===== src/rtl/core/fbba_pkg.sv =====
// ----------------------------------------------------------------------------
// fbba_pkg
// Shared types and codes of the fixed-size block bitmap allocator.
// ----------------------------------------------------------------------------
package fbba_pkg;

	localparam int WORD_W = 32;
	localparam int BIT_W  = 5;

	localparam logic [1:0] CFG_BASE_ADDRESS  = 2'd0;
	localparam logic [1:0] CFG_BLOCK_SIZE    = 2'd1;
	localparam logic [1:0] CFG_BLOCKS_IN_USE = 2'd2;

	localparam logic MODE_ALLOC = 1'b0;
	localparam logic MODE_FREE  = 1'b1;

	localparam logic [31:0] RST_BASE_ADDRESS  = 32'd0;
	localparam logic [15:0] RST_BLOCK_SIZE    = 16'd16;
	localparam logic [8:0]  RST_BLOCKS_IN_USE = 9'd256;

	typedef enum logic [2:0] {
		STS_OK          = 3'd0,
		STS_OUT_OF_MEM  = 3'd1,
		STS_OUTSIDE     = 3'd2,
		STS_MISALIGNED  = 3'd3,
		STS_INDEX_RANGE = 3'd4,
		STS_NOT_ALLOC   = 3'd5
	} status_t;

	typedef enum logic [3:0] {
		S_IDLE,
		S_ALLOC_CHK,
		S_ALLOC_MUL,
		S_ALLOC_ADD,
		S_FREE_OFS,
		S_FREE_CHK,
		S_FREE_DIV,
		S_FREE_UPD,
		S_RESP
	} fsm_state_t;

	typedef struct packed {
		logic rd;
		logic wr;
	} mem_cmd_t;

	typedef struct packed {
		logic busy;
		logic done;
	} div_sts_t;

endpackage


===== src/rtl/core/fbba_bitmap.sv =====
// ----------------------------------------------------------------------------
// fbba_bitmap
// Allocation bitmap held as words in a single-port synchronous memory.
// One valid flop per word; a word never written reads as all free.
// ----------------------------------------------------------------------------
module fbba_bitmap #(
	parameter int WA_W = 3
) (
	input  logic                          clk,
	input  logic                          arst_n,
	input  fbba_pkg::mem_cmd_t            cmd,
	input  logic [WA_W-1:0]               addr,
	input  logic [fbba_pkg::WORD_W-1:0]   wdata,
	output logic [fbba_pkg::WORD_W-1:0]   rdata
);

	localparam int DEPTH = 1 << WA_W;

	logic [fbba_pkg::WORD_W-1:0] mem [DEPTH];
	logic [DEPTH-1:0]            vld_q;
	logic [fbba_pkg::WORD_W-1:0] rd_data_q;
	logic                        rd_vld_q;

	always_ff @(posedge clk) begin
		if (cmd.wr) begin
			mem[addr] <= wdata;
		end
		if (cmd.rd) begin
			rd_data_q <= mem[addr];
		end
	end

	always_ff @(posedge clk or negedge arst_n) begin
		if (!arst_n) begin
			vld_q    <= '0;
			rd_vld_q <= 1'b0;
		end else begin
			if (cmd.wr) begin
				vld_q[addr] <= 1'b1;
			end
			if (cmd.rd) begin
				rd_vld_q <= vld_q[addr];
			end
		end
	end

	assign rdata = rd_vld_q ? rd_data_q : '0;

endmodule


===== src/rtl/core/fbba_div.sv =====
// ----------------------------------------------------------------------------
// fbba_div
// Restoring divider, one quotient bit per cycle, for offset / block size.
// ----------------------------------------------------------------------------
module fbba_div #(
	parameter int OFF_W = 25,
	parameter int Q_W   = 8
) (
	input  logic               clk,
	input  logic               arst_n,
	input  logic               start,
	input  logic [OFF_W-1:0]   dividend,
	input  logic [15:0]        divisor,
	output fbba_pkg::div_sts_t sts,
	output logic [Q_W-1:0]     quot,
	output logic [OFF_W-1:0]   rem
);

	localparam int CNT_W = $clog2(Q_W + 1);

	logic [CNT_W-1:0] step_q;
	logic             done_q;
	logic [OFF_W-1:0] rem_q;
	logic [OFF_W-1:0] dsh_q;
	logic [Q_W-1:0]   quot_q;
	logic             take;

	assign take = (rem_q >= dsh_q);

	always_ff @(posedge clk or negedge arst_n) begin
		if (!arst_n) begin
			step_q <= '0;
			done_q <= 1'b0;
		end else begin
			done_q <= 1'b0;
			if (start) begin
				step_q <= CNT_W'(Q_W);
			end else if (step_q != '0) begin
				step_q <= step_q - CNT_W'(1);
				done_q <= (step_q == CNT_W'(1));
			end
		end
	end

	always_ff @(posedge clk) begin
		if (start) begin
			rem_q  <= dividend;
			dsh_q  <= OFF_W'(divisor) << (Q_W - 1);
			quot_q <= '0;
		end else if (step_q != '0) begin
			if (take) begin
				rem_q <= rem_q - dsh_q;
			end
			quot_q <= Q_W'({quot_q, take});
			dsh_q  <= dsh_q >> 1;
		end
	end

	assign sts.busy = (step_q != '0);
	assign sts.done = done_q;
	assign quot     = quot_q;
	assign rem      = rem_q;

endmodule


===== src/rtl/core/fixed_block_bitmap_allocator_unit.sv =====
// ----------------------------------------------------------------------------
// fixed_block_bitmap_allocator_unit
// Fixed-size block allocator over a bitmap memory.
// ----------------------------------------------------------------------------
// Request channel (req_valid/req_stall, mode, address): mode 0 takes the
// lowest free block, mode 1 frees the block at address. Every request gives
// one response on the response channel (rsp_valid/rsp_stall, status,
// block_address, block_index). Configuration writes (cfg_valid/cfg_ready,
// cfg_index, cfg_data) are taken every cycle and belong in idle periods.
// One request is handled at a time; the bitmap lies in 32-bit words of a
// single-port memory, read-modify-write one word per access.
// Allocate: the first word is read at acceptance and checked; each further word
// scanned adds a read and a check, then a multiply and an add form the address.
// Free: offset and range product, range check, division, then bitmap update; the
// divider of the offset by the block size yields one quotient bit per cycle.
// req_stall stays high from acceptance until the response is loaded into the
// output register; a stalled response holds there while the next request is
// taken. Reset clears the bitmap at once (a valid flop per word), sets the
// registers to base 0, block size 16, 256 blocks, and empties the output.
// ----------------------------------------------------------------------------
module fixed_block_bitmap_allocator_unit #(
	parameter int MAX_BLOCKS = 256,
	parameter int ADDR_WIDTH = 32
) (
	input  logic                  clk,
	input  logic                  arst_n,
	input  logic                  cfg_valid,
	output logic                  cfg_ready,
	input  logic [1:0]            cfg_index,
	input  logic [31:0]           cfg_data,
	input  logic                  req_valid,
	output logic                  req_stall,
	input  logic                  mode,
	input  logic [ADDR_WIDTH-1:0] address,
	output logic                  rsp_valid,
	input  logic                  rsp_stall,
	output logic [2:0]            status,
	output logic [ADDR_WIDTH-1:0] block_address,
	output logic [7:0]            block_index
);

	localparam int WORD_W = fbba_pkg::WORD_W;
	localparam int BIT_W  = fbba_pkg::BIT_W;
	localparam int IDX_W  = $clog2(MAX_BLOCKS);
	localparam int CNT_W  = $clog2(MAX_BLOCKS + 1);
	localparam int EXT_W  = CNT_W + 16;
	localparam int CMP_W  = (ADDR_WIDTH > EXT_W) ? ADDR_WIDTH : EXT_W;
	localparam int NWORDS = (MAX_BLOCKS + WORD_W - 1) / WORD_W;
	localparam int WA_W   = (NWORDS > 1) ? $clog2(NWORDS) : 1;

	fbba_pkg::fsm_state_t state_q, state_d;

	logic [31:0]           base_q;
	logic [15:0]           bs_q;
	logic [8:0]            blocks_q;
	logic [CNT_W-1:0]      cnt_cfg;

	logic [ADDR_WIDTH-1:0] addr_q;
	logic [CNT_W-1:0]      cnt_q;
	logic [WA_W-1:0]       word_q;
	logic [IDX_W-1:0]      idx_q;
	logic [EXT_W-1:0]      prod_q;
	logic [ADDR_WIDTH-1:0] off_q;
	fbba_pkg::status_t     res_status_q;
	logic [ADDR_WIDTH-1:0] res_addr_q;
	logic [IDX_W-1:0]      res_idx_q;

	logic                  rsp_valid_q;
	fbba_pkg::status_t     rsp_status_q;
	logic [ADDR_WIDTH-1:0] rsp_addr_q;
	logic [7:0]            rsp_idx_q;

	logic                  req_acc;
	logic                  slot_free;
	logic [ADDR_WIDTH-1:0] base_a;

	fbba_pkg::mem_cmd_t    mem_cmd;
	logic [WA_W-1:0]       mem_addr;
	logic [WORD_W-1:0]     mem_wdata;
	logic [WORD_W-1:0]     rd_word;

	logic [WORD_W-1:0]     word_mask;
	logic [WORD_W-1:0]     free_bits;
	logic                  found;
	logic [BIT_W-1:0]      enc;
	logic                  last_word;

	logic                  outside;
	logic                  div_start;
	fbba_pkg::div_sts_t    div_sts;
	logic [IDX_W-1:0]      div_q;
	logic [EXT_W-1:0]      div_rem;
	logic                  div_fail;

	logic [BIT_W-1:0]      bsel;
	logic                  cur_bit;

	assign cfg_ready = 1'b1;

	always_ff @(posedge clk or negedge arst_n) begin
		if (!arst_n) begin
			base_q   <= fbba_pkg::RST_BASE_ADDRESS;
			bs_q     <= fbba_pkg::RST_BLOCK_SIZE;
			blocks_q <= fbba_pkg::RST_BLOCKS_IN_USE;
		end else if (cfg_valid && cfg_ready) begin
			case (cfg_index)
				fbba_pkg::CFG_BASE_ADDRESS:  base_q   <= cfg_data;
				fbba_pkg::CFG_BLOCK_SIZE:    bs_q     <= cfg_data[15:0];
				fbba_pkg::CFG_BLOCKS_IN_USE: blocks_q <= cfg_data[8:0];
				default: ;
			endcase
		end
	end

	assign cnt_cfg = (32'(blocks_q) > 32'(MAX_BLOCKS)) ? CNT_W'(MAX_BLOCKS) : CNT_W'(blocks_q);
	assign base_a  = ADDR_WIDTH'(base_q);

	assign req_acc   = req_valid && !req_stall;
	assign slot_free = !rsp_valid_q || !rsp_stall;

	always_comb begin
		word_mask = '0;
		for (int j = 0; j < WORD_W; j++) begin
			word_mask[j] = (32'({word_q, BIT_W'(j)}) < 32'(cnt_q));
		end
		free_bits = ~rd_word & word_mask;
		found     = |free_bits;
		enc       = '0;
		for (int j = WORD_W - 1; j >= 0; j--) begin
			if (free_bits[j]) begin
				enc = BIT_W'(j);
			end
		end
	end

	assign last_word = (32'({word_q, {BIT_W{1'b0}}}) + 32'(WORD_W)) >= 32'(cnt_q);
	assign outside   = (CMP_W'(off_q) >= CMP_W'(prod_q)) || (bs_q == '0);
	assign div_fail  = (div_rem != '0) || (32'(div_q) >= 32'(cnt_q));
	assign bsel      = BIT_W'(idx_q);
	assign cur_bit   = rd_word[bsel];

	always_comb begin
		state_d = state_q;
		case (state_q)
			fbba_pkg::S_IDLE: begin
				if (req_acc) begin
					state_d = (mode == fbba_pkg::MODE_FREE) ? fbba_pkg::S_FREE_OFS
						: fbba_pkg::S_ALLOC_CHK;
				end
			end
			fbba_pkg::S_ALLOC_CHK: begin
				if (found) begin
					state_d = fbba_pkg::S_ALLOC_MUL;
				end else if (last_word) begin
					state_d = fbba_pkg::S_RESP;
				end
			end
			fbba_pkg::S_ALLOC_MUL: state_d = fbba_pkg::S_ALLOC_ADD;
			fbba_pkg::S_ALLOC_ADD: state_d = fbba_pkg::S_RESP;
			fbba_pkg::S_FREE_OFS:  state_d = fbba_pkg::S_FREE_CHK;
			fbba_pkg::S_FREE_CHK: begin
				state_d = outside ? fbba_pkg::S_RESP : fbba_pkg::S_FREE_DIV;
			end
			fbba_pkg::S_FREE_DIV: begin
				if (div_sts.done) begin
					state_d = div_fail ? fbba_pkg::S_RESP : fbba_pkg::S_FREE_UPD;
				end
			end
			fbba_pkg::S_FREE_UPD:  state_d = fbba_pkg::S_RESP;
			fbba_pkg::S_RESP: begin
				if (slot_free) begin
					state_d = fbba_pkg::S_IDLE;
				end
			end
			default: state_d = fbba_pkg::S_IDLE;
		endcase
	end

	always_comb begin
		req_stall = 1'b1;
		mem_cmd   = '0;
		mem_addr  = '0;
		mem_wdata = rd_word;
		div_start = 1'b0;
		case (state_q)
			fbba_pkg::S_IDLE: begin
				req_stall  = 1'b0;
				mem_cmd.rd = req_valid && (mode == fbba_pkg::MODE_ALLOC);
			end
			fbba_pkg::S_ALLOC_CHK: begin
				if (found) begin
					mem_cmd.wr = 1'b1;
					mem_addr   = word_q;
					mem_wdata  = rd_word | ({{(WORD_W-1){1'b0}}, 1'b1} << enc);
				end else if (!last_word) begin
					mem_cmd.rd = 1'b1;
					mem_addr   = word_q + WA_W'(1);
				end
			end
			fbba_pkg::S_FREE_CHK: begin
				div_start = !outside;
			end
			fbba_pkg::S_FREE_DIV: begin
				mem_cmd.rd = div_sts.done && !div_fail;
				mem_addr   = WA_W'(div_q >> BIT_W);
			end
			fbba_pkg::S_FREE_UPD: begin
				mem_cmd.wr = cur_bit;
				mem_addr   = WA_W'(idx_q >> BIT_W);
				mem_wdata  = rd_word & ~({{(WORD_W-1){1'b0}}, 1'b1} << bsel);
			end
			default: ;
		endcase
	end

	always_ff @(posedge clk or negedge arst_n) begin
		if (!arst_n) begin
			state_q     <= fbba_pkg::S_IDLE;
			rsp_valid_q <= 1'b0;
		end else begin
			state_q <= state_d;
			if (state_q == fbba_pkg::S_RESP && slot_free) begin
				rsp_valid_q <= 1'b1;
			end else if (!rsp_stall) begin
				rsp_valid_q <= 1'b0;
			end
		end
	end

	always_ff @(posedge clk) begin
		if (state_q == fbba_pkg::S_RESP && slot_free) begin
			rsp_status_q <= res_status_q;
			rsp_addr_q   <= res_addr_q;
			rsp_idx_q    <= 8'(res_idx_q);
		end
		case (state_q)
			fbba_pkg::S_IDLE: begin
				if (req_acc) begin
					addr_q <= address;
					cnt_q  <= cnt_cfg;
					word_q <= '0;
				end
			end
			fbba_pkg::S_ALLOC_CHK: begin
				if (found) begin
					idx_q <= IDX_W'({word_q, enc});
				end else if (last_word) begin
					res_status_q <= fbba_pkg::STS_OUT_OF_MEM;
					res_addr_q   <= '0;
					res_idx_q    <= '0;
				end else begin
					word_q <= word_q + WA_W'(1);
				end
			end
			fbba_pkg::S_ALLOC_MUL: begin
				prod_q <= EXT_W'(idx_q) * EXT_W'(bs_q);
			end
			fbba_pkg::S_ALLOC_ADD: begin
				res_status_q <= fbba_pkg::STS_OK;
				res_addr_q   <= base_a + ADDR_WIDTH'(prod_q);
				res_idx_q    <= idx_q;
			end
			fbba_pkg::S_FREE_OFS: begin
				off_q  <= addr_q - base_a;
				prod_q <= EXT_W'(cnt_q) * EXT_W'(bs_q);
			end
			fbba_pkg::S_FREE_CHK: begin
				if (outside) begin
					res_status_q <= fbba_pkg::STS_OUTSIDE;
					res_addr_q   <= '0;
					res_idx_q    <= '0;
				end
			end
			fbba_pkg::S_FREE_DIV: begin
				if (div_sts.done) begin
					idx_q      <= div_q;
					res_addr_q <= '0;
					res_idx_q  <= '0;
					if (div_rem != '0) begin
						res_status_q <= fbba_pkg::STS_MISALIGNED;
					end else begin
						res_status_q <= fbba_pkg::STS_INDEX_RANGE;
					end
				end
			end
			fbba_pkg::S_FREE_UPD: begin
				res_idx_q <= idx_q;
				if (cur_bit) begin
					res_status_q <= fbba_pkg::STS_OK;
					res_addr_q   <= addr_q;
				end else begin
					res_status_q <= fbba_pkg::STS_NOT_ALLOC;
					res_addr_q   <= '0;
				end
			end
			default: ;
		endcase
	end

	fbba_bitmap #(
		.WA_W (WA_W)
	) u_bitmap (
		.clk    (clk),
		.arst_n (arst_n),
		.cmd    (mem_cmd),
		.addr   (mem_addr),
		.wdata  (mem_wdata),
		.rdata  (rd_word)
	);

	fbba_div #(
		.OFF_W (EXT_W),
		.Q_W   (IDX_W)
	) u_div (
		.clk      (clk),
		.arst_n   (arst_n),
		.start    (div_start),
		.dividend (EXT_W'(off_q)),
		.divisor  (bs_q),
		.sts      (div_sts),
		.quot     (div_q),
		.rem      (div_rem)
	);

	assign rsp_valid     = rsp_valid_q;
	assign status        = rsp_status_q;
	assign block_address = rsp_addr_q;
	assign block_index   = rsp_idx_q;

	a_wr_state: assert property (@(posedge clk) disable iff (!arst_n)
		mem_cmd.wr |-> (state_q == fbba_pkg::S_ALLOC_CHK || state_q == fbba_pkg::S_FREE_UPD))
		else $error("bitmap written outside an update step");

	a_rsp_load: assert property (@(posedge clk) disable iff (!arst_n)
		$rose(rsp_valid_q) |-> $past(state_q == fbba_pkg::S_RESP))
		else $error("response raised without a finished item");

	a_err_addr: assert property (@(posedge clk) disable iff (!arst_n)
		(rsp_valid_q && rsp_status_q != fbba_pkg::STS_OK) |-> (rsp_addr_q == '0))
		else $error("failed item carries a block address");

	a_div_run: assert property (@(posedge clk) disable iff (!arst_n)
		div_start |=> (state_q == fbba_pkg::S_FREE_DIV && div_sts.busy))
		else $error("divider not running after start");

endmodule

===== config.mk =====
export PLATFORM = sky130hd
export DESIGN_NAME = fixed_block_bitmap_allocator_unit
export DESIGN_NICKNAME = d
export VERILOG_FILES = /design/src/rtl/core/fbba_pkg.sv /design/src/rtl/core/fbba_bitmap.sv /design/src/rtl/core/fbba_div.sv /design/src/rtl/core/fixed_block_bitmap_allocator_unit.sv
export SDC_FILE = /design/constraint.sdc
export NUM_CORES = 2
export LEC_CHECK = 0
export CAP_MARGIN = 25
export CELL_PAD_IN_SITES_DETAIL_PLACEMENT = 1
export CELL_PAD_IN_SITES_GLOBAL_PLACEMENT = 1
export CORE_MARGIN = 2
export CORE_UTILIZATION = 35
export CTS_CLUSTER_DIAMETER = 200
export DETAILED_ROUTE_END_ITERATION = 10
export DONT_BUFFER_PORTS = 1
export PLACE_DENSITY_LB_ADDON = 0.1
export SYNTH_ARGS = -nofsm -noshare
export SYNTH_HDL_FRONTEND = slang
export SYNTH_HIERARCHICAL = 1
export SYNTH_SLANG_ARGS = --single-unit

===== constraint.sdc =====
create_clock -name clk -period 22.3 [get_ports clk]
set_clock_uncertainty 0.05 [all_clocks]
set_input_delay 1.115 -clock clk [delete_from_list [all_inputs] [get_ports clk]]
set_output_delay 1.115 -clock clk [all_outputs]
set_load 0.02 [all_outputs]

==> insert_results.sql <==
INSERT INTO impl_metrics (metric_group, metric, value, unit) VALUES
('timing', 'finalCritPeriodShare', '0.313', ''),
('cts', 'clockRootBuffer', 'clkbuf_16', ''),
('final_layout', 'layout.cells.most_common', 'edfxtp_1', ''),
('timing', 'report.final.hold_viol_count', '0', ''),
('setup_path', 'arrival', '7.39', 'ns'),
('synthesis', 'synthesis.yosys.warnings', '6', ''),
('route', 'detail_route.drc_violations', '0', ''),
('route', 'drt_iter0_markers', '1480', ''),
('cts', 'tritoncts', 'built', ''),
('timing', 'maxClockFrequency', '143', 'MHz'),
('timing', 'fin_tns_setup', '0', 'ns'),
('setup_path', 'critical_path.reg2reg.startpoint', 'cnt_q[6]', ''),
('grt', 'global_route.overflow_total', '0', ''),
('setup_path', 'worst_path_max_delay_cell', 'nor2b_1', ''),
('timing', 'final.min_clock_period', '6.98', 'ns'),
('cts', 'htreeDepth', '3', ''),
('synthesis', 'synth_edf_count', '524', ''),
('place', 'dp_hpwl', '93.8', 'mm'),
('route', 'detail_route.vias_per_cell', '5.41', ''),
('route', 'drt-wirelength-per-cell', '25.3', 'µm'),
('setup_path', 'r2r-end', 'u_bitmap/rd_data_q[25]', ''),
('setup_path', 'r2r.worst_path.cells', '20', ''),
('run_status', 'status', 'finished clean', ''),
('synthesis', 'post_synth_instance_area', '0.0388', 'mm²'),
('synthesis', 'synth_top_flop_cell', 'edfxtp_1', ''),
('cts', 'worst_setup_hold_path_clk_slew', '0.06', 'ns'),
('setup_path', 'cp_common_cell', 'buf_4', ''),
('cts', 'clkSinkCount', '615', ''),
('run', 'max_cap_viol_count', '0', ''),
('timing', 'unrepaired_setup_endpoints_after_global_routing', 'no', ''),
('grt', 'number_of_global_route_vias_before_repair', '29400', ''),
('worst_hold_path', 'min-delay-path-class', 'in -> async', ''),
('setup_path', 'cp-end-kind', 'flip-flop', ''),
('final_layout', 'drive_gt1_frac', '0.0973', ''),
('setup_path', 'cp_top_family', 'buffers and inverters', ''),
('cts', 'postCtsHoldBufs', '0', ''),
('timing', 'setup_viol_count_final', '0', ''),
('floorplanning', 'core_region_area', '0.110', 'mm²'),
('cts', 'post_cts.repair.setup_buffers', '0', ''),
('setup_path', 'cp-startpoint', 'cnt_q[6]', ''),
('final_layout', 'antenna_cells_inserted', '0', ''),
('cts', 'post_cts.resized_instances', '0', ''),
('synthesis', 'synth_cells', '3509', ''),
('place', 'port_buffers', '0', ''),
('grt', 'wire_length_of_the_first_global_routing_pass', '191', 'mm'),
('cts', 'cts_buffer_depth', '3', ''),
('floorplanning', 'top_level_ports', '118', ''),
('floorplanning', 'floorplan.die.height', '337', 'µm'),
('timing', 'tightestPinTransition', '1.12', 'ns'),
('cts', 'tritoncts.num_buffers', '71', ''),
('route', 'via_count', '27200', ''),
('cts', 'clock_latency', '0.64', 'ns'),
('final_layout', 'num-nets-final', '3950', ''),
('setup_path', 'worstPathMaxFanout', '58', ''),
('synthesis', 'synth-seq-cells', '615', ''),
('grt', 'largest_net_degree_at_the_start_of_global_routing', '77', ''),
('floorplanning', 'core.rowCount', '122', ''),
('route', 'drt-pass1-iter-count', '5', ''),
('place', 'final_weighted_congestion_in_routability_driven_placement', '0.902', ''),
('floorplanning', 'die_area', '0.114', 'mm²'),
('timing', 'timing.max_slew.rel_slack', '0.249', ''),
('synthesis', 'fraction_of_the_yosys_area_taken_by_sequential_cells', '0.462', ''),
('floorplanning', 'dieWidth', '337', 'µm'),
('grt', 'grtUsageTotal', '0.226', ''),
('synthesis', 'synthArstFlopShare', '0.124', ''),
('route', 'antenna_viol_nets_final', '0', ''),
('grt', 'antenna_found_initial', '3', ''),
('setup_path', 'worst-r2r-setup-slack', '15.32', 'ns'),
('synthesis', 'yosysUniqueCellTypes', '100', ''),
('synthesis', 'syn-mean-instance-area', '11.1', 'µm²'),
('setup_path', 'critical_path_source_type', 'flip-flop', ''),
('route', 'post_detailed_routing_wire_length', '127', 'mm'),
('floorplanning', 'floorplan.initialDensity', '0.351', ''),
('setup_path', 'worst_path_largest_cell_delay', '0.82', 'ns'),
('setup_path', 'crit_path_cell_trace', 'buf_4 -> inv_1 -> ha_1 -> a211o_1 -> a22oi_1 -> nand3b_1 -> a21oi_1 -> nor3_1 -> nor2b_1 -> buf_4 -> nor2_1 -> nand2_1 -> o211ai_1 -> buf_4 -> buf_4 -> nor2b_1 -> buf_4 -> a22oi_1 -> o22a_1 -> o21ai_0', ''),
('final_layout', 'area_delta_synth_final', '10.4', '%'),
('synthesis', 'synth_fp_nets', '3980', ''),
('setup_path', 'critPathBufInv', '6', ''),
('final_layout', 'most-common-layout-cells', '524 x edfxtp_1, 400 x nand2_1, 310 x inv_1, 213 x ha_1', ''),
('setup_path', 'worst_ep_required_time', '22.70', 'ns'),
('setup_path', 'path_class', 'reg -> reg', ''),
('timing', 'timing.final.max_slew_violations', '0', '');
## area by class of cell
class,instances,area (µm²)
fill,12000,67500
multi-input combinational,2405,19000
sequential,615,17900
tap,1488,1860
clock buffer,87,1850
inverter,313,1170
timing repair buffer,73,621
clock inverter,41,389
## synthesized netlist by cell type (43+ instances only)
| library cell | instances | area [µm²] |
|---|---|---|
| nor2b_1 | 46 | 288 |
| ha_1 | 213 | 2670 |
| dfrtp_1 | 74 | 1850 |
| edfxtp_1 | 524 | 15700 |
| o21ai_0 | 186 | 931 |
| fa_1 | 186 | 3720 |
| o21ai_1 | 43 | 215 |
| xnor2_1 | 71 | 622 |
| mux2i_1 | 46 | 460 |
| nor2_1 | 130 | 488 |
| a22oi_1 | 51 | 383 |
| a21oi_1 | 170 | 851 |
| nor3_1 | 47 | 235 |
| mux2_2 | 87 | 980 |
| nand3_1 | 46 | 230 |
| a21o_1 | 51 | 383 |
| and2_1 | 158 | 988 |
| nand2_1 | 400 | 1500 |
| inv_1 | 312 | 1170 |
| clkbuf_1 | 102 | 383 |
## worst max-delay path by stage
stage,endpoint,slack (ns),cells after the start
2_1_floorplan,res_addr_q[0],15.27,15
3_3_place_gp,u_bitmap/rd_data_q[19],15.40,19
3_5_place_dp,u_bitmap/rd_data_q[25],15.26,20
4_1_cts,u_bitmap/rd_data_q[25],15.24,20
5_1_grt,u_bitmap/rd_data_q[25],14.73,20
6_report,u_bitmap/rd_data_q[25],15.32,20
## flip-flops by register name (all words and copies together), names as in the netlist, 9 cells and up
name                cells
prod_q                 25
u_bitmap/mem          256
u_bitmap/rd_data_q     32
cnt_q                   9
addr_q                 32
res_addr_q             32
u_div/rem              25
blocks_q                9
off_q                  32
bs_q                   16
block_address          32
base_a                 32
u_div/dsh_q            23
## per-layer routing
layer,vias to the layer above,GRT usage,share of wire
met2,552,0.402,0.50
met5,-,0,0
met1,14000,0.283,0.43
met4,0,0.0757,0.033
li1,12400,-,-
met3,195,0.0271,0.034
## per-stage QoR
step / setup slack [ns] / util / area [µm²] / hold WS, ns / std cells
6_report: 15.32 / 0.388 / 42800 / 0.125 / 5022
5_1_grt: 14.73 / 0.388 / 42800 / 0.0994 / 5022
4_1_cts: 15.24 / 0.388 / 42800 / 0.0803 / 5021
3_5_place_dp: 15.26 / 0.368 / 40600 / 0.356 / 4893
3_3_place_gp: 15.40 / 0.367 / 40500 / 0.352 / 4888
2_1_floorplan: 15.27 / - / 38800 / 0.350 / 3509
## kinds of logic (layout without fill, tap and decap cells)
kind of cell | count (synthesis) | count (layout) | synth area share
other | 1 | 1 | 0.0000967
XOR/XNOR | 105 | 105 | 0.0237
AND/OR/NAND/NOR | 984 | 984 | 0.125
flip-flops | 615 | 615 | 0.462
buffers and inverters | 489 | 514 | 0.0514
adder cells (fa/ha/maj) | 399 | 399 | 0.165
AO/OA/AOI/OAI | 773 | 773 | 0.129
multiplexers | 143 | 143 | 0.0429
Power is not shown: default switching activity piles up to over one toggle a cycle in this logic, so the estimate is an artifact.
